## src/rtl/ssf_pkg.sv

```systemverilog
// ssf_pkg: shared types, register codes and constants for the sensor sample filter
// used by ssf_ctrl, ssf_datapath and sensor_sample_filter; no dependencies
`timescale 1ns / 1ps

package ssf_pkg;

  // default sizes
  localparam int MAX_WINDOW_DEF  = 16;
  localparam int SAMPLE_BITS_DEF = 16;

  // configuration register widths
  localparam int MODE_W     = 2;
  localparam int WIN_W      = 5;
  localparam int ALPHA_W    = 9;
  localparam int LIMIT_W    = 15;
  localparam int CFG_DATA_W = 15;
  localparam int CFG_IDX_W  = 2;

  // configuration reset values
  localparam logic [WIN_W-1:0]   WINDOW_RST = WIN_W'(4);
  localparam logic [ALPHA_W-1:0] ALPHA_RST  = ALPHA_W'(77);
  localparam logic [LIMIT_W-1:0] LIMIT_RST  = LIMIT_W'(80);

  // exponential average: alpha of one in q1.8, rounding half and shift
  localparam logic [ALPHA_W-1:0] ALPHA_ONE = ALPHA_W'(256);
  localparam int EMA_ROUND = 128;
  localparam int EMA_SHIFT = 8;

  typedef enum logic [MODE_W-1:0] {
    MODE_PASS  = 2'd0,
    MODE_AVG   = 2'd1,
    MODE_EMA   = 2'd2,
    MODE_SPIKE = 2'd3
  } mode_t;

  typedef enum logic [CFG_IDX_W-1:0] {
    REG_MODE   = 2'd0,
    REG_WINDOW = 2'd1,
    REG_ALPHA  = 2'd2,
    REG_LIMIT  = 2'd3
  } reg_idx_t;

  // controller to datapath commands
  typedef struct packed {
    logic load;
    logic rd_old;
    logic div_start;
    logic div_step;
    logic mul_a;
    logic mul_b;
    logic mul_acc;
    logic update;
    logic emit;
    logic sw_start;
    logic sw_rd;
    logic sw_add;
  } cmd_t;

  // datapath to controller status
  typedef struct packed {
    logic  trim;
    logic  is_valid;
    logic  count_zero;
    logic  div_done;
    logic  sw_done;
    mode_t mode;
  } sts_t;

endpackage

```

## src/rtl/sensor_sample_filter.sv

```systemverilog
// sensor_sample_filter: top level, stream ports, output register stage
// depends on ssf_pkg, ssf_ctrl and ssf_datapath
`timescale 1ns / 1ps

// Filters signed Q11.4 sensor samples one word at a time. A word is accepted when
// in_tready is high, which happens whenever the sequencer is idle and no shrinking
// window_size is being written, even while the previous result still waits in the
// output register. An invalid sample goes from the read state straight to output;
// pass-through and spike rejection pass the update state first, the exponential
// average forms two products through one shared multiplier before the update
// (skipped with an empty window) and the moving average runs the radix-2 divider,
// which produces one quotient bit per cycle. A new word can be taken the cycle after
// its result is handed to the output register. A window_size write below the current
// fill while idle recounts the running sum over the kept ring entries, in_tready low.
module sensor_sample_filter import ssf_pkg::*; #(
  parameter int MAX_WINDOW  = MAX_WINDOW_DEF,
  parameter int SAMPLE_BITS = SAMPLE_BITS_DEF,
  localparam int TDATA_W    = ((SAMPLE_BITS + 7) / 8) * 8
) (
  input  logic                  clk,
  input  logic                  rst_n,
  // configuration write port
  input  logic                  cfg_we,
  input  logic [CFG_IDX_W-1:0]  cfg_index,
  input  logic [CFG_DATA_W-1:0] cfg_wdata,
  // input stream
  input  logic                  in_tvalid,
  output logic                  in_tready,
  input  logic [TDATA_W-1:0]    in_tdata,   // sample_value
  input  logic                  in_tuser,   // sample_valid
  // output stream
  output logic                  out_tvalid,
  input  logic                  out_tready,
  output logic [TDATA_W-1:0]    out_tdata,  // out_value, zero padded
  output logic                  out_tuser   // out_valid
);

  cmd_t                   cmd;
  sts_t                   sts;
  logic                   res_valid;
  logic [SAMPLE_BITS-1:0] res_value;
  logic                   out_free;

  logic                   out_vld_r;
  logic                   out_user_r;
  logic [SAMPLE_BITS-1:0] out_data_r;

  ssf_ctrl u_ctrl (
    .clk      (clk),
    .rst_n    (rst_n),
    .in_valid (in_tvalid),
    .in_ready (in_tready),
    .out_free (out_free),
    .sts      (sts),
    .cmd      (cmd)
  );

  ssf_datapath #(
    .MAX_WINDOW  (MAX_WINDOW),
    .SAMPLE_BITS (SAMPLE_BITS)
  ) u_dp (
    .clk          (clk),
    .rst_n        (rst_n),
    .cfg_we       (cfg_we),
    .cfg_index    (cfg_index),
    .cfg_wdata    (cfg_wdata),
    .sample_valid (in_tuser),
    .sample_value (in_tdata[SAMPLE_BITS-1:0]),
    .cmd          (cmd),
    .sts          (sts),
    .res_valid    (res_valid),
    .res_value    (res_value)
  );

  // output register stage
  assign out_free = !out_vld_r || out_tready;

  always_ff @(posedge clk) begin
    if (!rst_n) begin
      out_vld_r <= 1'b0;
    end else if (cmd.emit) begin
      out_vld_r <= 1'b1;
    end else if (out_tready) begin
      out_vld_r <= 1'b0;
    end
  end

  always_ff @(posedge clk) begin
    if (cmd.emit) begin
      out_user_r <= res_valid;
      out_data_r <= res_value;
    end
  end

  assign out_tvalid = out_vld_r;
  assign out_tuser  = out_user_r;
  assign out_tdata  = TDATA_W'(out_data_r);

endmodule

```

## src/rtl/ssf_datapath.sv

```systemverilog
// ssf_datapath: config registers, history ring memory, running sum, radix-2 divider,
// shared multiplier for the exponential average and spike check; depends on ssf_pkg
`timescale 1ns / 1ps

module ssf_datapath import ssf_pkg::*; #(
  parameter int MAX_WINDOW  = MAX_WINDOW_DEF,
  parameter int SAMPLE_BITS = SAMPLE_BITS_DEF
) (
  input  logic                   clk,
  input  logic                   rst_n,
  input  logic                   cfg_we,
  input  logic [CFG_IDX_W-1:0]   cfg_index,
  input  logic [CFG_DATA_W-1:0]  cfg_wdata,
  input  logic                   sample_valid,
  input  logic [SAMPLE_BITS-1:0] sample_value,
  input  cmd_t                   cmd,
  output sts_t                   sts,
  output logic                   res_valid,
  output logic [SAMPLE_BITS-1:0] res_value
);

  localparam int CNT_W  = $clog2(MAX_WINDOW + 1);
  localparam int CNT1_W = $clog2(MAX_WINDOW + 2);
  localparam int SLOT_W = (MAX_WINDOW > 1) ? $clog2(MAX_WINDOW) : 1;
  localparam int ADR_W  = CNT1_W + 1;
  localparam int SUM_W  = SAMPLE_BITS + $clog2(MAX_WINDOW + 1);
  localparam int IT_W   = $clog2(SUM_W + 1);
  localparam int EMA_W  = SAMPLE_BITS + ALPHA_W + 1;
  localparam int CMP_W  = (SAMPLE_BITS + 1 > LIMIT_W) ? SAMPLE_BITS + 1 : LIMIT_W;

  // window size clamped to the ring depth
  function automatic logic [CNT_W-1:0] eff_of(input logic [WIN_W-1:0] win);
    logic [CNT_W-1:0] e;
    if (int'(win) > MAX_WINDOW) begin
      e = CNT_W'(MAX_WINDOW);
    end else begin
      e = CNT_W'(win);
    end
    return e;
  endfunction

  // ring slot that lies back entries behind the write slot
  function automatic logic [SLOT_W-1:0] slot_back(input logic [SLOT_W-1:0] ws,
                                                  input logic [CNT1_W-1:0] back);
    logic [ADR_W-1:0] t;
    t = ADR_W'(ws) + ADR_W'(MAX_WINDOW) - ADR_W'(back);
    if (t >= ADR_W'(MAX_WINDOW)) begin
      t = t - ADR_W'(MAX_WINDOW);
    end
    return t[SLOT_W-1:0];
  endfunction

  // configuration registers
  mode_t              mode_r;
  logic [WIN_W-1:0]   win_r;
  logic [ALPHA_W-1:0] alpha_r;
  logic [LIMIT_W-1:0] limit_r;

  // filter state
  logic [CNT_W-1:0]              count_r;
  logic [SLOT_W-1:0]             ws_r;
  logic signed [SUM_W-1:0]       sum_r;
  logic signed [SAMPLE_BITS-1:0] lf_r;
  logic signed [SAMPLE_BITS-1:0] lraw_r;

  // per-word working registers
  logic signed [SAMPLE_BITS-1:0] x_r;
  logic                          xv_r;
  logic signed [SAMPLE_BITS-1:0] y_r;
  logic signed [SAMPLE_BITS-1:0] rdata_r;
  logic signed [EMA_W-1:0]       prod_r;
  logic signed [EMA_W-1:0]       acc_r;
  logic [CNT1_W-1:0]             rem_r;
  logic [SUM_W-1:0]              quo_r;
  logic                          neg_r;
  logic [IT_W-1:0]               it_r;
  logic [CNT1_W-1:0]             sidx_r;

  logic signed [SAMPLE_BITS-1:0] ring_mem [MAX_WINDOW];

  logic [CNT_W-1:0]        weff;
  logic [CNT_W-1:0]        new_eff;
  logic                    trim;
  logic                    mem_we;
  logic                    mem_re;
  logic [SLOT_W-1:0]       raddr;
  logic [SLOT_W-1:0]       ws_inc;

  logic signed [SUM_W-1:0] num;
  logic [SUM_W-1:0]        num_u;
  logic [SUM_W-1:0]        mag;
  logic [CNT1_W-1:0]       dvs;
  logic [CNT1_W:0]         trial;
  logic [CNT1_W:0]         trial_sub;
  logic [SUM_W-1:0]        qs;

  logic [ALPHA_W-1:0]        a_eff;
  logic [ALPHA_W-1:0]        b_eff;
  logic signed [ALPHA_W:0]   mop_a;
  logic signed [SAMPLE_BITS-1:0] mop_b;
  logic signed [EMA_W-1:0]   mul_p;

  logic signed [SAMPLE_BITS:0] diff;
  logic [SAMPLE_BITS:0]        diff_u;
  logic [SAMPLE_BITS:0]        adiff;
  logic                        spike;
  logic signed [SAMPLE_BITS-1:0] y_sel;

  assign weff    = eff_of(win_r);
  assign new_eff = eff_of(cfg_wdata[WIN_W-1:0]);
  assign trim    = cfg_we && (cfg_index == REG_WINDOW) && (count_r > new_eff);

  // config write port
  always_ff @(posedge clk) begin
    if (!rst_n) begin
      mode_r  <= MODE_PASS;
      win_r   <= WINDOW_RST;
      alpha_r <= ALPHA_RST;
      limit_r <= LIMIT_RST;
    end else if (cfg_we) begin
      unique case (reg_idx_t'(cfg_index))
        REG_MODE:   mode_r  <= mode_t'(cfg_wdata[MODE_W-1:0]);
        REG_WINDOW: win_r   <= cfg_wdata[WIN_W-1:0];
        REG_ALPHA:  alpha_r <= cfg_wdata[ALPHA_W-1:0];
        REG_LIMIT:  limit_r <= cfg_wdata[LIMIT_W-1:0];
      endcase
    end
  end

  // ring memory, one write and one registered read
  assign ws_inc = (ws_r == SLOT_W'(MAX_WINDOW - 1)) ? '0 : ws_r + 1'b1;
  assign mem_we = cmd.update && (weff != '0);
  assign mem_re = cmd.rd_old || cmd.sw_rd;
  assign raddr  = cmd.sw_rd ? slot_back(ws_r, sidx_r) : slot_back(ws_r, CNT1_W'(weff));

  always_ff @(posedge clk) begin
    if (mem_we) begin
      ring_mem[ws_r] <= x_r;
    end
    if (mem_re) begin
      rdata_r <= ring_mem[raddr];
    end
  end

  // divider operands: sum plus sample over count plus one
  assign num   = sum_r + SUM_W'(x_r);
  assign num_u = num;
  assign mag   = num[SUM_W-1] ? (~num_u + 1'b1) : num_u;
  assign dvs   = CNT1_W'(count_r) + 1'b1;
  assign trial = {rem_r, quo_r[SUM_W-1]};
  assign trial_sub = trial - {1'b0, dvs};
  assign qs    = neg_r ? (~quo_r + 1'b1) : quo_r;

  // shared multiplier for both ema products
  assign a_eff = (alpha_r > ALPHA_ONE) ? ALPHA_ONE : alpha_r;
  assign b_eff = ALPHA_ONE - a_eff;
  assign mop_a = cmd.mul_b ? $signed({1'b0, b_eff}) : $signed({1'b0, a_eff});
  assign mop_b = cmd.mul_b ? lf_r : x_r;
  assign mul_p = EMA_W'(mop_a) * EMA_W'(mop_b);

  // spike check against newest stored raw sample
  assign diff   = (SAMPLE_BITS + 1)'(x_r) - (SAMPLE_BITS + 1)'(lraw_r);
  assign diff_u = diff;
  assign adiff  = diff[SAMPLE_BITS] ? (~diff_u + 1'b1) : diff_u;
  assign spike  = CMP_W'(adiff) > CMP_W'(limit_r);

  // filtered value by mode
  always_comb begin
    unique case (mode_r)
      MODE_PASS:  y_sel = x_r;
      MODE_AVG:   y_sel = qs[SAMPLE_BITS-1:0];
      MODE_EMA:   y_sel = (count_r == '0) ? x_r : acc_r[EMA_SHIFT +: SAMPLE_BITS];
      MODE_SPIKE: y_sel = ((count_r != '0) && spike) ? lraw_r : x_r;
    endcase
  end

  // history count, write slot, running sum and last filtered value
  always_ff @(posedge clk) begin
    if (!rst_n) begin
      count_r <= '0;
      ws_r    <= '0;
      sum_r   <= '0;
      lf_r    <= '0;
    end else begin
      if (trim) begin
        count_r <= new_eff;
      end else if (cmd.update && (weff != '0) && (count_r < weff)) begin
        count_r <= count_r + 1'b1;
      end
      if (cmd.sw_start) begin
        sum_r <= '0;
      end else if (cmd.sw_add) begin
        sum_r <= sum_r + SUM_W'(rdata_r);
      end else if (cmd.update && (weff != '0)) begin
        if (count_r < weff) begin
          sum_r <= sum_r + SUM_W'(x_r);
        end else begin
          sum_r <= sum_r + SUM_W'(x_r) - SUM_W'(rdata_r);
        end
      end
      if (cmd.update) begin
        lf_r <= y_sel;
        if (weff != '0) begin
          ws_r <= ws_inc;
        end
      end
    end
  end

  // working registers
  always_ff @(posedge clk) begin
    if (cmd.load) begin
      x_r  <= sample_value;
      xv_r <= sample_valid;
    end
    if (cmd.update) begin
      y_r <= y_sel;
      if (weff != '0) begin
        lraw_r <= x_r;
      end
    end
    if (cmd.div_start) begin
      quo_r <= mag;
      rem_r <= '0;
      neg_r <= num[SUM_W-1];
      it_r  <= IT_W'(SUM_W);
    end else if (cmd.div_step) begin
      if (trial >= {1'b0, dvs}) begin
        rem_r <= trial_sub[CNT1_W-1:0];
        quo_r <= {quo_r[SUM_W-2:0], 1'b1};
      end else begin
        rem_r <= trial[CNT1_W-1:0];
        quo_r <= {quo_r[SUM_W-2:0], 1'b0};
      end
      it_r <= it_r - 1'b1;
    end
    if (cmd.mul_a) begin
      prod_r <= mul_p;
    end else if (cmd.mul_b) begin
      acc_r  <= prod_r;
      prod_r <= mul_p;
    end else if (cmd.mul_acc) begin
      acc_r <= acc_r + prod_r + EMA_W'(EMA_ROUND);
    end
    if (cmd.sw_start) begin
      sidx_r <= CNT1_W'(1);
    end else if (cmd.sw_add) begin
      sidx_r <= sidx_r + 1'b1;
    end
  end

  // status and result
  assign sts.trim       = trim;
  assign sts.is_valid   = xv_r;
  assign sts.count_zero = (count_r == '0);
  assign sts.div_done   = (it_r == IT_W'(1));
  assign sts.sw_done    = (sidx_r > CNT1_W'(count_r));
  assign sts.mode       = mode_r;

  assign res_valid = xv_r;
  assign res_value = xv_r ? y_r : x_r;

endmodule

```

## src/rtl/ssf_ctrl.sv

```systemverilog
// ssf_ctrl: sequencer for one word at a time and for the sum recount after a window shrink
// depends on ssf_pkg; drives ssf_datapath through cmd_t and reads sts_t
`timescale 1ns / 1ps

module ssf_ctrl import ssf_pkg::*; (
  input  logic clk,
  input  logic rst_n,
  input  logic in_valid,
  output logic in_ready,
  input  logic out_free,
  input  sts_t sts,
  output cmd_t cmd
);

  typedef enum logic [8:0] {
    S_IDLE  = 9'b000000001,
    S_RD    = 9'b000000010,
    S_DIV   = 9'b000000100,
    S_MULB  = 9'b000001000,
    S_MACC  = 9'b000010000,
    S_UPD   = 9'b000100000,
    S_DONE  = 9'b001000000,
    S_SWRD  = 9'b010000000,
    S_SWADD = 9'b100000000
  } state_t;

  state_t state_r;
  state_t state_nxt;

  assign in_ready = (state_r == S_IDLE) && !sts.trim;

  // next state and commands
  always_comb begin
    cmd       = '0;
    state_nxt = state_r;
    unique case (state_r)
      S_IDLE: begin
        if (sts.trim) begin
          cmd.sw_start = 1'b1;
          state_nxt    = S_SWRD;
        end else if (in_valid) begin
          cmd.load  = 1'b1;
          state_nxt = S_RD;
        end
      end
      S_RD: begin
        cmd.rd_old = 1'b1;
        if (!sts.is_valid) begin
          state_nxt = S_DONE;
        end else if (sts.mode == MODE_AVG) begin
          cmd.div_start = 1'b1;
          state_nxt     = S_DIV;
        end else if ((sts.mode == MODE_EMA) && !sts.count_zero) begin
          cmd.mul_a = 1'b1;
          state_nxt = S_MULB;
        end else begin
          state_nxt = S_UPD;
        end
      end
      S_DIV: begin
        cmd.div_step = 1'b1;
        if (sts.div_done) begin
          state_nxt = S_UPD;
        end
      end
      S_MULB: begin
        cmd.mul_b = 1'b1;
        state_nxt = S_MACC;
      end
      S_MACC: begin
        cmd.mul_acc = 1'b1;
        state_nxt   = S_UPD;
      end
      S_UPD: begin
        cmd.update = 1'b1;
        state_nxt  = S_DONE;
      end
      S_DONE: begin
        if (out_free) begin
          cmd.emit  = 1'b1;
          state_nxt = S_IDLE;
        end
      end
      S_SWRD: begin
        if (sts.trim) begin
          cmd.sw_start = 1'b1;
        end else if (sts.sw_done) begin
          state_nxt = S_IDLE;
        end else begin
          cmd.sw_rd = 1'b1;
          state_nxt = S_SWADD;
        end
      end
      S_SWADD: begin
        if (sts.trim) begin
          cmd.sw_start = 1'b1;
        end else begin
          cmd.sw_add = 1'b1;
        end
        state_nxt = S_SWRD;
      end
      default: begin
        state_nxt = S_IDLE;
      end
    endcase
  end

  // state register
  always_ff @(posedge clk) begin
    if (!rst_n) begin
      state_r <= S_IDLE;
    end else begin
      state_r <= state_nxt;
    end
  end

endmodule

```

## config.mk

```make
export PLATFORM = sky130hd
export DESIGN_NAME = sensor_sample_filter
export DESIGN_NICKNAME = d
export VERILOG_FILES = /design/src/rtl/ssf_pkg.sv /design/src/rtl/sensor_sample_filter.sv /design/src/rtl/ssf_datapath.sv /design/src/rtl/ssf_ctrl.sv
export SDC_FILE = /design/constraint.sdc
export NUM_CORES = 1
export LEC_CHECK = 0
export ABC_CLOCK_PERIOD_IN_PS = 9600
export BUFFER_PORTS_ARGS = -buffer_cell sky130_fd_sc_hd__buf_2
export CAP_MARGIN = 40
export CORE_MARGIN = 8
export CORE_UTILIZATION = 60
export DETAILED_ROUTE_END_ITERATION = 10
export PLACE_DENSITY = 0.76
export SLEW_MARGIN = 15
export SYNTH_ARGS = -nofsm -noshare
export SYNTH_HDL_FRONTEND = slang
export SYNTH_HIERARCHICAL = 1
export SYNTH_SLANG_ARGS = --single-unit
```

## constraint.sdc

```tcl
create_clock -name clk -period 9.6 [get_ports clk]
set_input_delay 2.88 -clock clk [delete_from_list [all_inputs] [get_ports clk]]
set_output_delay 2.88 -clock clk [all_outputs]
set_load 0.05 [all_outputs]
```

# ---- After elaboration in Yosys (flattened, before gate mapping)
# Memory sizes are Yosys's and may differ from the RTL's. A register that Yosys moved wholly into a read port is not among the register bits.
# Cells that the tools add are included.
dict set report totals {
  regBits 242
  latchBits 0
  mem_bits_rw 256
  rom_bits 0
  input_bits 39
  output_inout_bits 19
  elab_cells 179
  n_memories 1
}
dict set report op_classes {
  n_addsub 20
  mul 1
  n_div 0
  n_lt_le_gt_ge 10
  n_eq_ne 21
  shift 0
  n_mux 66
  n_bitwise 5
  reduce_logical 32
}
# name words word_bits rd rd_ports_with_merged_regs write_ports line
set memory_table {}
lappend memory_table {u_dp.ring_mem 16 16 1 1 1 ssf_datapath.sv:79} ;# logic signed [SAMPLE_BITS-1:0] ring_mem [MAX_WINDOW];
# cell n
set op_table {}
lappend op_table {{$mux 21} 6}
lappend op_table {{$mux 26} 4}
lappend op_table {{$mux 9} 9}
lappend op_table {{$pmux 9 s9} 1}
lappend op_table {{$mux 16} 5}
lappend op_table {{$pmux 16 s4} 1}
lappend op_table {{$add 21x16->21} 2}
lappend op_table {{$mux 1} 27}
lappend op_table {{$add 26x26->26} 1}
lappend op_table {{$add 26x9->26 const B} 1}
lappend op_table {{$mul 10x16->26} 1}
lappend op_table {{$mux 5} 5}
lappend op_table {{$add 21x1->21 const B} 1}
lappend op_table {{$not 21->21} 1}
lappend op_table {{$sub 21x16->21} 1}
lappend op_table {{$add 17x1->17 const B} 1}
lappend op_table {{$gt 17x15->1} 1}
lappend op_table {{$mux 17} 1}
lappend op_table {{$not 17->17} 1}
lappend op_table {{$sub 16x16->17} 1}
lappend op_table {{$add 16x1->16 const B} 1}
lappend op_table {{$mux 4} 4}
lappend op_table {{$not 16->16} 1}
lappend op_table {{$ge 6x5->1 const B} 2}
lappend op_table {{42 further kinds} 76}

# ---- Depth between registers and ports, before layout
dict set report depth {
  ltp_word 9
  mapped_depth 30
  mapped_depth_nobuf 28
}

# ---- Hierarchy
# Netlist, hierarchy kept.
# mod n_inst cells_per_inst area_per_inst_um2 seq_area_each_um2
set modules_own_cells {}
lappend modules_own_cells {ssf_datapath 1 2835 31383.8 13583.0}
lappend modules_own_cells {ssf_ctrl 1 85 660.6 180.2}
lappend modules_own_cells {sensor_sample_filter 1 21 559.3 530.5}

# ---- Worst setup path before layout
# Ideal clock, no wire load.
dict set report synth_path {
  path_kind {input port to output port}
  startpoint {input cfg_wdata[4]}
  endpoint {output in_tready}
  arrival_time_ps 4953
  required_time_ps 6720
  slack_ps 1767
  cell_stages 12
  path_buffers 2
  cell_sequence {inv_1 -> nand2_1 -> ha_1 -> nor2b_1 -> o21a_1 -> o21ai_0 -> nand2b_1 -> a21oi_1 -> a311oi_1 -> clkbuf_1 -> buf_4 -> and4b_1}
}
dict set report synth_between {
  elab_chain_cells 6
}
# element line
set synth_rtl {}
lappend synth_rtl {{start: declaration} sensor_sample_filter.sv:25} ;# input logic [CFG_DATA_W-1:0] cfg_wdata,
lappend synth_rtl {{$gt 5x5->1} ssf_datapath.sv:34} ;# if (int'(win) > MAX_WINDOW) begin
lappend synth_rtl {{$mux 5 (*)} ssf_datapath.sv:34}
lappend synth_rtl {{$gt 5x5->1 (*)} ssf_datapath.sv:111} ;# assign trim = cfg_we && (cfg_index == REG_WINDOW) && (count_r > new_eff);
lappend synth_rtl {{$logic_and 1x1->1 (*)} ssf_datapath.sv:111}
lappend synth_rtl {{net u_dp.trim} ssf_datapath.sv:83} ;# logic trim;
lappend synth_rtl {{$logic_not 1->1 (*)} ssf_ctrl.sv:30} ;# assign in_ready = (state_r == S_IDLE) && !sts.trim;
lappend synth_rtl {{$logic_and 1x1->1 (*)} ssf_ctrl.sv:30}
lappend synth_rtl {{end: declaration} sensor_sample_filter.sv:28} ;# output logic in_tready,
# Mark *: on every way through the listed nets, which the timed path passes. The rest lies on a longest branch.

# ---- Worst setup path after layout
dict set report layout_path {
  startpoint {register u_dp.alpha_r[8]}
  endpoint {register u_dp.prod_r[23], data pin}
}
dict set report layout_between {
  elab_chain_cells 7
}
# element line
set layout_rtl {}
lappend layout_rtl {{start: declaration} ssf_datapath.sv:56} ;# logic [ALPHA_W-1:0] alpha_r;
lappend layout_rtl {{start signal: assignment} ssf_datapath.sv:124} ;# REG_ALPHA: alpha_r <= cfg_wdata[ALPHA_W-1:0];
lappend layout_rtl {{$gt 9x9->1} ssf_datapath.sv:155} ;# assign a_eff = (alpha_r > ALPHA_ONE) ? ALPHA_ONE : alpha_r;
lappend layout_rtl {{$mux 9 (*)} ssf_datapath.sv:155}
lappend layout_rtl {{$sub 9x9->9} ssf_datapath.sv:156} ;# assign b_eff = ALPHA_ONE - a_eff;
lappend layout_rtl {{$mux 9 (*)} ssf_datapath.sv:157} ;# assign mop_a = cmd.mul_b ? $signed({1'b0, b_eff}) : $signed({1'b0, a_eff});
lappend layout_rtl {{$mul 10x16->26 (*)} ssf_datapath.sv:159} ;# assign mul_p = EMA_W'(mop_a) * EMA_W'(mop_b);
lappend layout_rtl {{net u_dp.mul_p[23]} ssf_datapath.sv:101} ;# logic signed [EMA_W-1:0] mul_p;
lappend layout_rtl {{$mux 26} ssf_datapath.sv:239} ;# end else if (cmd.mul_b) begin
lappend layout_rtl {{$mux 26 (*)} ssf_datapath.sv:237} ;# if (cmd.mul_a) begin
lappend layout_rtl {{end signal: assignment} ssf_datapath.sv:238} ;# prod_r <= mul_p;
lappend layout_rtl {{end signal: assignment} ssf_datapath.sv:241} ;# prod_r <= mul_p;
lappend layout_rtl {{end: declaration} ssf_datapath.sv:71} ;# logic signed [EMA_W-1:0] prod_r;
# Mark *: on every way through the listed nets, which the timed path passes. The rest lies on a longest branch. The select of a mux whose other input is x is not followed.
# A chain may end at the register's enable or synchronous reset.

==> results_dict.tcl <==
set metrics [dict create \
    status "complete, no violations" \
    ys.flop_type "edfxtp_1" \
    start_kind "flip-flop" \
    fillers 3966 \
    clock-sinks 510 \
    internal-power_mw 4.69 \
    gp_congestion 0.928 \
    first_global_vias 23700 \
    p_clk_frac 0.319 \
    synth_area_mm2 0.0326 \
    nNetsFinal 3398 \
    switching_share 0.328 \
    crit_fanout 16 \
    hold_viol_final 0 \
    clk_latency_ns 0.64 \
    start_util 0.606 \
    worstPathArrival_ns 8.60 \
    avgSynthCellArea_um2 11.1 \
    overflow 0 \
    io_buffer_count 57 \
    gr-usage-all-layers 0.280 \
    avgRoutedWirePerCell_um 23.6 \
    peakVddDrop_uv 371 \
    drtIter0Drc 2270 \
    post-cts-setup-buffers 0 \
    drv_cap 0 \
    yosys-top-cells-area "edfxtp_1, ha_1, fa_1, dfxtp_1, mux4_2" \
    grt_max_degree 52 \
    num_antenna_cells 0 \
    numCtsBuffers 53 \
    clock_path_buffers 3 \
    cts-root-buf "clkbuf_16" \
    viasPerCell 6.27 \
    drv_slew 0 \
    pwr-share-comb 0.319 \
    syn2layout_area_growth_pct 9.92 \
    fin_area_mm2 0.0358 \
    synth.net_count 3325 \
    final-setup-viol-count 0 \
    max-slew-margin-rel 0.390 \
    num_rows 85 \
    p_switching_mw 2.28 \
    final_common_cell "edfxtp_1" \
    worstMarginPinSlew_ns 0.915 \
    synth-seq-area-share 0.438 \
    die_area_mm2 0.0621 \
    required_ns 9.98 \
    grt_antenna_before_repair 0 \
    power_mw 6.97 \
    critPathCaptureType "flip-flop" \
    leakagePower_nw 14.2 \
    cts-hold-fix-buffers 0 \
    layout_common_cells "edfxtp_1, inv_1, nor2_1, nand2_1, ha_1" \
    fmax_mhz 122 \
    clk_pin_slew_ns 0.07 \
    place_inst 3655 \
    seq_area_mm2 0.0143 \
    rsz0062_at_grt "no" \
    ys.warnings.count 6 \
    period_share 0.856 \
    tritoncts "yes" \
    min_period_ns 8.22 \
    multi_input_area_mm2 0.0169 \
    yosysUniqueCellTypes 91 \
    fin_tns_setup_ns 0 \
    ant_nets 0 \
    synth_edf_count 408 \
    die_y_um 249 \
    ios 58 \
    synth_area_leader_cell "edfxtp_1" \
    finClkSkew_ns 0.0527 \
    core_mm2 0.0538 \
    hold_class "reg -> reg" \
    utilization 0.666 \
    drt-pass1-iter-count 6 \
    power_density_mw_per_mm2 195 \
    vias 23600 \
    die_w_um 249 \
    p_seq_frac 0.362 \
    synth_async_sr_flop_share 0 \
    dpl.hpwl_um 61200 \
    final_cells 3755 \
    cts_resized 0 \
    ys_seq_elements 510 \
    htreeDepth 2 \
    crit_type "reg -> reg" \
    place_area_mm2 0.0339 \
    drt-total-wl_um 88700 \
    drc 0 \
    yosys.area.top_type_share 0.376 \
    grt_pass1_wl_um 136000 \
    drive_gt1_frac 0.127 \
    syn_inst 2941 \
]
-- power groups by stage --
stage	registers [mW]	logic (mW)	clock network, mW
2_1_floorplan	2.58	1.56	0
3_5_place_dp	2.57	2.18	0
6_report	2.53	2.22	2.23
3_3_place_gp	2.58	2.10	0
4_1_cts	2.53	2.21	2.25
5_1_grt	2.53	2.46	2.33
-- state kept, by name (all words and copies together) (netlist names), 9 cells and up --
signal,count
u_dp/lraw_r,16
u_dp/x_r,16
u_dp/prod_r,24
u_dp/rdata_r,16
u_dp/ring_mem,256
u_dp/y_r,16
out_tdata,16
u_ctrl/state_r,9
u_dp/lf_r,16
u_dp/limit_r,15
u_dp/sum_r,21
u_dp/acc_r,24
u_dp/alpha_r,9
u_dp/quo_r,21
-- through the flow --
step | worst slack, ns | hold slack [ns]
floorplan | 1.77 | 0.436
global placement | 1.52 | 0.444
detailed placement | 1.39 | 0.451
CTS | 1.45 | 0.459
global route | 0.775 | 0.473
finish | 1.38 | 0.459
-- worst max-delay path, stage by stage (launching register included) --
cell	delay, ns
dfxtp_1	0.46
nor2b_1	0.68
clkinv_1	0.45
ha_1	0.32
o21ai_0	0.21
o21ai_0	0.28
xnor2_1	0.64
nand2_1	0.17
fa_1	0.53
inv_1	0.06
fa_1	0.57
fa_1	0.45
fa_1	0.52
inv_1	0.06
fa_1	0.49
inv_1	0.05
ha_1	0.39
nand3_1	0.12
a211oi_1	0.36
nor2_1	0.14
a2111o_1	0.41
a31oi_1	0.25
a21o_1	0.17
a21oi_1	0.08
xnor2_1	0.13
-- metal layers --
| layer | vias to the layer above | share of wire | global-route usage |
|---|---|---|---|
| met1 | 11500 | 0.40 | 0.353 |
| li1 | 10700 | - | - |
| met3 | 279 | 0.070 | 0.0439 |
| met2 | 1056 | 0.48 | 0.469 |
| met5 | - | 0 | 0 |
| met4 | 0 | 0.057 | 0.136 |
-- cell type report --
cell class                      count  area share
Inverter                          269      0.0282
Sequential cell                   510       0.399
Tap cell                          696      0.0243
Multi-Input combinational cell   2060       0.473
Clock buffer                       60      0.0395
Clock inverter                     40      0.0138
Timing Repair Buffer              120      0.0228
-- synthesized netlist by cell type, types with 53 or more instances --
cell type and n:
nor2_1 267, xor2_1 63, nand2_1 263, inv_1 265
edfxtp_1 408, clkbuf_1 81, ha_1 223, xnor2_1 122
mux4_2 80, o21ai_0 113, nor3_1 62, a21oi_1 149
dfxtp_1 102, a211oi_1 53, fa_1 122
-- cell families after synthesis --
| logic type | after synthesis | synth area share |
|---|---|---|
| simple gates | 838 | 0.120 |
| flops | 510 | 0.438 |
| compound gates | 543 | 0.109 |
| mux | 149 | 0.0775 |
| xor+xnor | 185 | 0.0497 |
| buf+inv | 371 | 0.0442 |
| fa+ha+maj | 345 | 0.160 |
-- final timing paths --
check                           startpoint                             to  slack (ns)  cells past startpoint
max           u_dp/alpha_r[8]$_SDFFE_PN0P_      u_dp/prod_r[23]$_DFFE_PP_        1.38                     24
min          u_dp/limit_r[13]$_SDFFE_PN0P_  u_dp/limit_r[13]$_SDFFE_PN0P_        0.46                      2
max reg2reg   u_dp/alpha_r[8]$_SDFFE_PN0P_      u_dp/prod_r[23]$_DFFE_PP_        1.38                     24
min reg2reg  u_dp/limit_r[13]$_SDFFE_PN0P_  u_dp/limit_r[13]$_SDFFE_PN0P_        0.46                      2
No activity file was read; power rests on OpenSTA's default activity.
